===== config.mk =====
export PLATFORM = sky130hd
export DESIGN_NAME = tce_ctrl
export DESIGN_NICKNAME = d
export VERILOG_FILES = /design/src/design/tce_pkg.sv /design/src/design/tce_ctrl.sv
export SDC_FILE = /design/constraint.sdc
export NUM_CORES = 1
export LEC_CHECK = 0
export ABC_AREA = 1
export BUFFER_PORTS_ARGS = -buffer_cell sky130_fd_sc_hd__buf_2
export CAP_MARGIN = 5
export CORE_ASPECT_RATIO = 1.4
export CORE_MARGIN = 2
export CORE_UTILIZATION = 50
export DETAILED_ROUTE_END_ITERATION = 16
export PLACE_DENSITY = 0.74
export SYNTH_ARGS = -nofsm -noshare
export SYNTH_HDL_FRONTEND = slang
export SYNTH_SLANG_ARGS = --single-unit

===== constraint.sdc =====
create_clock -name clk_i -period 3.7 [get_ports clk_i]
set_input_delay 0.185 -clock clk_i [delete_from_list [all_inputs] [get_ports clk_i]]
set_output_delay 0.185 -clock clk_i [all_outputs]
set_load 0.01 [all_outputs]

===== src/design/tce_pkg.sv =====
// Package for the text console engine: beat types, mode and character codes,
// and the fixed cell constants. No dependencies.
`timescale 1ns / 1ps

package tce_pkg;

  localparam logic [2:0] MODE_PUT   = 3'd0;
  localparam logic [2:0] MODE_DRAW  = 3'd1;
  localparam logic [2:0] MODE_SET   = 3'd2;
  localparam logic [2:0] MODE_READ  = 3'd3;
  localparam logic [2:0] MODE_HIDE  = 3'd4;
  localparam logic [2:0] MODE_SHOW  = 3'd5;
  localparam logic [2:0] MODE_CLEAR = 3'd6;

  localparam logic [7:0] CH_LF = 8'h0A;
  localparam logic [7:0] CH_CR = 8'h0D;
  localparam logic [7:0] CH_BS = 8'h08;

  localparam logic [7:0] SPACE_CHAR  = 8'h20;
  localparam logic [7:0] CLEAR_COLOR = 8'h07;
  localparam logic [7:0] MAX_COLOR   = 8'h8F;

  typedef struct packed {
    logic [2:0] mode;
    logic [7:0] char_code;
    logic [4:0] row;
    logic [6:0] col;
    logic [7:0] color;
  } tce_in_t;

  typedef struct packed {
    logic [7:0] read_char;
    logic [4:0] cursor_row;
    logic [6:0] cursor_col;
    logic       cursor_hidden;
    logic       error;
  } tce_out_t;

endpackage


===== src/design/tce_ctrl.sv =====
// Sequencer of the text console engine: cursor, command decode, scroll copy
// and blanking sweeps over the cell store. Depends on tce_pkg.
`timescale 1ns / 1ps

module tce_ctrl import tce_pkg::*; #(
  parameter int unsigned COLUMNS = 80,
  parameter int unsigned ROWS    = 25,
  parameter int unsigned CELLS   = ROWS * COLUMNS,
  parameter int unsigned AW      = $clog2(CELLS)
) (
  input  logic          clk_i,
  input  logic          rst_ni,
  input  logic          start_i,
  output logic          busy_o,
  input  tce_in_t       cmd_i,
  input  logic [7:0]    text_color_i,
  output logic          done_o,
  output tce_out_t      res_o,
  output logic          mem_we_o,
  output logic [AW-1:0] mem_waddr_o,
  output logic [15:0]   mem_wdata_o,
  output logic          mem_re_o,
  output logic [AW-1:0] mem_raddr_o,
  input  logic [15:0]   mem_rdata_i
);

  localparam int unsigned CW = $clog2(CELLS + 1);
  localparam logic [CW-1:0] CELLS_C   = CW'(CELLS);
  localparam logic [CW-1:0] COLS_C    = CW'(COLUMNS);
  localparam logic [CW-1:0] ROW_BASE  = CW'((ROWS - 1) * COLUMNS);
  localparam logic [4:0]    LAST_ROW  = 5'(ROWS - 1);
  localparam logic [6:0]    LAST_COL  = 7'(COLUMNS - 1);
  localparam logic [5:0]    ROWS_CMP  = 6'(ROWS);
  localparam logic [7:0]    COLS_CMP  = 8'(COLUMNS);

  typedef enum logic [4:0] {
    S_IDLE   = 5'b00001,
    S_EXEC   = 5'b00010,
    S_READ   = 5'b00100,
    S_SCROLL = 5'b01000,
    S_BLANK  = 5'b10000
  } state_e;

  state_e        state_q, state_d;
  tce_in_t       cmd_q;
  logic [4:0]    row_q, row_d;
  logic [6:0]    col_q, col_d;
  logic          hid_q, hid_d;
  logic          err_q, err_d;
  logic [7:0]    rd_q, rd_d;
  logic          done_q, done_d;
  logic [CW-1:0] ptr_q, ptr_d;
  logic [AW-1:0] wptr_q, wptr_d;
  logic          rv_q, rv_d;
  logic          report_q, report_d;

  logic [CW-1:0] cur_lin, cmd_lin, lin_back, ptr_back;
  logic          cmd_inside, accept;

  assign accept     = start_i && (state_q == S_IDLE);
  assign busy_o     = (state_q != S_IDLE);
  assign cur_lin    = CW'(row_q) * COLS_C + CW'(col_q);
  assign cmd_lin    = CW'(cmd_q.row) * COLS_C + CW'(cmd_q.col);
  assign lin_back   = cur_lin - CW'(1);
  assign ptr_back   = ptr_q - COLS_C;
  assign cmd_inside = ({1'b0, cmd_q.row} < ROWS_CMP) && ({1'b0, cmd_q.col} < COLS_CMP);

  always_comb begin
    state_d     = state_q;
    row_d       = row_q;
    col_d       = col_q;
    hid_d       = hid_q;
    err_d       = err_q;
    rd_d        = rd_q;
    done_d      = 1'b0;
    ptr_d       = ptr_q;
    wptr_d      = wptr_q;
    rv_d        = rv_q;
    report_d    = report_q;
    mem_we_o    = 1'b0;
    mem_waddr_o = '0;
    mem_wdata_o = '0;
    mem_re_o    = 1'b0;
    mem_raddr_o = '0;
    case (state_q)
      S_IDLE: begin
        if (start_i) begin
          state_d = S_EXEC;
        end
      end
      S_EXEC: begin
        err_d   = 1'b0;
        rd_d    = '0;
        state_d = S_IDLE;
        done_d  = 1'b1;
        case (cmd_q.mode)
          MODE_PUT: begin
            case (cmd_q.char_code)
              CH_LF: begin
                col_d = '0;
                if (row_q == LAST_ROW) begin
                  state_d  = S_SCROLL;
                  done_d   = 1'b0;
                  ptr_d    = COLS_C;
                  rv_d     = 1'b0;
                  report_d = 1'b1;
                end else begin
                  row_d = row_q + 5'd1;
                end
              end
              CH_CR: begin
                col_d = '0;
              end
              CH_BS: begin
                if (cur_lin != '0) begin
                  mem_we_o    = 1'b1;
                  mem_waddr_o = lin_back[AW-1:0];
                  mem_wdata_o = {text_color_i, SPACE_CHAR};
                  if (col_q == '0) begin
                    row_d = row_q - 5'd1;
                    col_d = LAST_COL;
                  end else begin
                    col_d = col_q - 7'd1;
                  end
                end
              end
              default: begin
                mem_we_o    = 1'b1;
                mem_waddr_o = cur_lin[AW-1:0];
                mem_wdata_o = {text_color_i, cmd_q.char_code};
                if (row_q == LAST_ROW && col_q == LAST_COL) begin
                  col_d    = '0;
                  state_d  = S_SCROLL;
                  done_d   = 1'b0;
                  ptr_d    = COLS_C;
                  rv_d     = 1'b0;
                  report_d = 1'b1;
                end else if (col_q == LAST_COL) begin
                  row_d = row_q + 5'd1;
                  col_d = '0;
                end else begin
                  col_d = col_q + 7'd1;
                end
              end
            endcase
          end
          MODE_DRAW: begin
            if (cmd_inside) begin
              mem_we_o    = 1'b1;
              mem_waddr_o = cmd_lin[AW-1:0];
              mem_wdata_o = {cmd_q.color, cmd_q.char_code};
            end else begin
              err_d = 1'b1;
            end
          end
          MODE_SET: begin
            if (cmd_inside) begin
              row_d = cmd_q.row;
              col_d = cmd_q.col;
            end else begin
              err_d = 1'b1;
            end
          end
          MODE_READ: begin
            if (cmd_inside) begin
              mem_re_o    = 1'b1;
              mem_raddr_o = cmd_lin[AW-1:0];
              state_d     = S_READ;
              done_d      = 1'b0;
            end else begin
              err_d = 1'b1;
            end
          end
          MODE_HIDE: begin
            hid_d = 1'b1;
          end
          MODE_SHOW: begin
            hid_d = 1'b0;
          end
          MODE_CLEAR: begin
            row_d    = '0;
            col_d    = '0;
            state_d  = S_BLANK;
            done_d   = 1'b0;
            ptr_d    = '0;
            report_d = 1'b1;
          end
          default: begin
          end
        endcase
      end
      S_READ: begin
        rd_d    = mem_rdata_i[7:0];
        done_d  = 1'b1;
        state_d = S_IDLE;
      end
      S_SCROLL: begin
        if (rv_q) begin
          mem_we_o    = 1'b1;
          mem_waddr_o = wptr_q;
          mem_wdata_o = mem_rdata_i;
        end
        if (ptr_q != CELLS_C) begin
          mem_re_o    = 1'b1;
          mem_raddr_o = ptr_q[AW-1:0];
          ptr_d       = ptr_q + CW'(1);
          wptr_d      = ptr_back[AW-1:0];
          rv_d        = 1'b1;
        end else begin
          rv_d    = 1'b0;
          ptr_d   = ROW_BASE;
          state_d = S_BLANK;
        end
      end
      S_BLANK: begin
        mem_we_o    = 1'b1;
        mem_waddr_o = ptr_q[AW-1:0];
        mem_wdata_o = {CLEAR_COLOR, SPACE_CHAR};
        if (ptr_q == CELLS_C - CW'(1)) begin
          state_d = S_IDLE;
          done_d  = report_q;
        end else begin
          ptr_d = ptr_q + CW'(1);
        end
      end
      default: begin
        state_d = S_IDLE;
      end
    endcase
  end

  always_ff @(posedge clk_i or negedge rst_ni) begin
    if (!rst_ni) begin
      state_q  <= S_BLANK;
      row_q    <= '0;
      col_q    <= '0;
      hid_q    <= 1'b0;
      err_q    <= 1'b0;
      rd_q     <= '0;
      done_q   <= 1'b0;
      ptr_q    <= '0;
      rv_q     <= 1'b0;
      report_q <= 1'b0;
    end else begin
      state_q  <= state_d;
      row_q    <= row_d;
      col_q    <= col_d;
      hid_q    <= hid_d;
      err_q    <= err_d;
      rd_q     <= rd_d;
      done_q   <= done_d;
      ptr_q    <= ptr_d;
      rv_q     <= rv_d;
      report_q <= report_d;
    end
  end

  always_ff @(posedge clk_i) begin
    wptr_q <= wptr_d;
    if (accept) begin
      cmd_q <= cmd_i;
    end
  end

  assign done_o              = done_q;
  assign res_o.read_char     = rd_q;
  assign res_o.cursor_row    = row_q;
  assign res_o.cursor_col    = col_q;
  assign res_o.cursor_hidden = hid_q;
  assign res_o.error         = err_q;

`ifndef SYNTHESIS
  a_done_idle: assert property (@(posedge clk_i) disable iff (!rst_ni)
    done_q |-> state_q == S_IDLE)
    else $error("result beat outside idle");
  a_cursor_range: assert property (@(posedge clk_i) disable iff (!rst_ni)
    ({1'b0, row_q} < ROWS_CMP) && ({1'b0, col_q} < COLS_CMP))
    else $error("cursor out of range");
  a_scroll_order: assert property (@(posedge clk_i) disable iff (!rst_ni)
    (state_q == S_SCROLL && mem_we_o && mem_re_o) |-> mem_waddr_o < mem_raddr_o)
    else $error("scroll write overtakes read");
  a_accept_exec: assert property (@(posedge clk_i) disable iff (!rst_ni)
    accept |=> state_q == S_EXEC)
    else $error("accepted beat not executed");
  a_write_range: assert property (@(posedge clk_i) disable iff (!rst_ni)
    mem_we_o |-> CW'(mem_waddr_o) < CELLS_C)
    else $error("cell write out of range");
`endif

endmodule


==> out/metrics.yaml <==
logic_synthesis:
  synth-edff-count: 42
  yosysUniqueCellTypes: 53
  syn_area_per_cell_sq_um: 7.89
  synthTopCellsByArea: "edfxtp_1 21%, dfrtp_1 16%, nand2_1 13%"
  synth_compound_area_frac: 0.125
  synthAdderAreaFrac: 0.0736
  syn-instance-count: 775
  synthFlopType: "edfxtp_1"
  synth_largest_area_cell: "edfxtp_1"
  synth_top_family_by_area: "simple AND/OR/NAND/NOR gates"
  synth-seq-cells: 83
  synthSimpleGateAreaFrac: 0.292
  async_flop_share: 0.494
  syn-num-nets: 866
  netlist_area_sq_um: 6120
  synthMuxAreaShare: 0
  synth_xor_area_frac: 0.0458
  ys_seq_area_frac: 0.374
  yosysTopAreaCellShare: 0.206
  yosys_warnings: 0
cts:
  cts.sinks: 83
  clkSlewWorstSetupHoldPaths_ns: 0.07
  htreeDepth: 3
  cts_buffer_depth: 2
  cts_tree: "done"
  cts_buffers: 9
  cts_root_buf: "clkbuf_16"
  clock_latency_ns: 0.34
  ctsHoldBuffers: 0
die:
  initial_utilization: 0.515
  fp.dieH_microns: 135
  core_sq_um: 11900
  die_x_microns: 97.5
  die-area_sq_um: 13100
  rows: 47
  io_pins: 122
worst_setup_path:
  r2r_start: "row_q[1]"
  regToRegEndpoint: "col_q[4]"
  crit_path_max_fanout: 18
  startpoint_type: "flop"
  crit_path_end_kind: "output port"
  worstPathRequired_ns: 3.51
  r2r_slack_ns: 0.82
  path_class: "reg2out"
  arrival_ns: 3.29
  r2r_cells: 15
  crit_path_cell_trace: "ha_1 > ha_1 > inv_1 > fa_1 > nor2_4 > nand2_1 > nand2_2 > inv_2 > nor2_2 > nand3_2 > nand2_1 > nand2_4 > nand2_1 > nand2_1 > nand2_1 > nand3_1 > buf_2"
  crit_top_cell: "nand2_1"
  cpMaxStageDelayCell: "fa_1"
  slowest_delay_ns: 0.48
global_routing:
  grt_overflow_total: 0
  grt_max_degree: 42
  grtUsageTotal: 0.269
  antenna_found_initial: 0
  grt_pass1_vias: 5636
  grt_pass1_wl_mm: 28.2
detailed_routing:
  vias: 5786
  wl_per_cell_microns: 16.6
  dr.pass1.iters: 5
  drtAntennaViolNets: 0
  wl_mm: 17.3
  drt-initial-drc-count: 460
  via_per_inst: 5.54
  drc: 0
sta:
  tightest_slew_ns: 1.04
  rsz0062_at_grt: "false"
  setup_ws_ns: 0.225
  finClkSkew_ns: 0.00446
  slew_violations: 0
  tns_ns: 0
  max_freq_mhz: 288
  finalHoldViolations: 0
  period_minus_slack_ns: 3.47
  max-slew-margin-rel: 0.305
  fin_crit_sh: 0.939
  setup_viol: 0
worst_hold_path:
  holdCritStartpoint: "cmd_i[9]"
  holdPathEnd: "cmd_q[9]"
  hp-class: "in2reg"
  min_path_cells: 1
power_and_ir_drop:
  power_mw: 4.98
  ir_drop_uv: 470
  p_leak_nw: 3.60
  p_per_area_nw_per_um2: 698
placed_design:
  place_ws_ns: 0.588
  globalplace.congestion: 0.948
  port_buffers: 121
  hpwl_mm: 13.1
  dp.cells: 1028
cells_and_area:
  final_common_cell: "nand2_1"
  nets: 983
  diodes: 0
  final_cell_mix: "205 x nand2_1, 121 x buf_2, 94 x inv_1, 63 x nand3_1, 43 x nor2_1"
  fin_cells: 1044
  syn2layout_area_growth_pct: 16.7
  drive_gt1_frac: 0.229
status:
  status: "complete, no violations"
job:
  cap_viol_max_count: 0
-- stage by stage --
stage          utilization  hold WS (ns)  area (sq um)
2_1_floorplan            -        -0.111          6120
4_1_cts              0.600       0.00700          7130
6_report             0.601        0.0141          7130
5_1_grt              0.601       0.00156          7130
3_3_place_gp         0.575         0.362          6830
3_5_place_dp         0.575         0.363          6830
-- worst max-delay path, delay by kind of cell, from the launching register on --
family	cells	cell delay [ns]
AND/OR/NAND/NOR	11	1.18
flip-flops	1	0.45
adder cells (fa/ha/maj)	3	1.03
buffers and inverters	3	0.29
-- synthesized netlist by cell type (4+ instances only) --
| master | instances |
|---|---|
| nand3_2 | 4 |
| o21ai_2 | 9 |
| inv_2 | 8 |
| nand3_1 | 63 |
| ha_1 | 28 |
| dfrtp_1 | 40 |
| o22ai_1 | 15 |
| a22oi_1 | 15 |
| nand2_2 | 6 |
| xor2_1 | 26 |
| buf_2 | 8 |
| fa_1 | 5 |
| inv_1 | 94 |
| buf_4 | 4 |
| o21ai_1 | 5 |
| nor2_4 | 6 |
| xnor2_1 | 6 |
| a21oi_1 | 23 |
| clkbuf_1 | 4 |
| nor2_2 | 7 |
| nor3_4 | 4 |
| edfxtp_1 | 42 |
| nor3_1 | 8 |
| nand4_1 | 14 |
| nand2_1 | 205 |
| o21ai_0 | 42 |
| nor2_1 | 44 |
-- metal layers --
layer / global-route usage / wire [microns]
met3: 0.0367 / 898
met2: 0.470 / 8780
met1: 0.337 / 7090
met4: 0.106 / 557
met5: 0 / 0
-- sequential cells by signal, summed over array words and instances, names as in the netlist --
signal,cells
cmd_q,31
col_q,7
done_o,1
err_q,1
hid_q,1
ptr_q,11
rd_q,8
report_q,1
row_q,5
rv_q,1
state_q,5
wptr_q,11
-- where the power goes --
group	total (mW)	switching (mW)	internal (mW)
clock network	0.898	0.396	0.501
logic	2.52	1.65	0.869
registers	1.56	0.283	1.28
total	4.98	2.33	2.65
-- cells by family (layout without fill, tap and decap cells) --
group	after synthesis	in the layout
AND/OR/NAND/NOR	376	376
XOR/XNOR	32	32
flip-flops	83	83
buffers and inverters	128	250
adder cells (fa/ha/maj)	33	33
AO/OA/AOI/OAI	123	123
-- how the worst max path moves through the flow --
stage                     startpoint             end  slack (ns)  cells past startpoint
after global routing        row_q[1]  mem_waddr_o[5]        0.02                     17
after floorplan             ptr_q[0]        cmd_q[0]        0.53                      8
after global placement      row_q[1]  mem_waddr_o[1]        0.60                     15
after detailed placement    row_q[1]  mem_waddr_o[1]        0.59                     15
after CTS                   row_q[1]  mem_waddr_o[1]        0.20                     15
final                       row_q[1]        mem_we_o        0.23                     17
-- layout make-up --
| class | instances | area, sq um |
|---|---|---|
| clock buffers | 11 | 253 |
| clock inverters | 5 | 45.0 |
| fillers | 1091 | 4740 |
| inverters | 108 | 412 |
| multi-input cells | 564 | 3300 |
| flip-flops and latches | 83 | 2290 |
| well taps | 147 | 184 |
| repair buffers | 126 | 656 |
-- what timing repair did --
item | 4_1_cts | 5_1_grt
resized for setup | 0 | 1
setup buffers | 0 | 0
setup endpoints to repair | 0 | 1
Power figures use the tool's default switching activity.
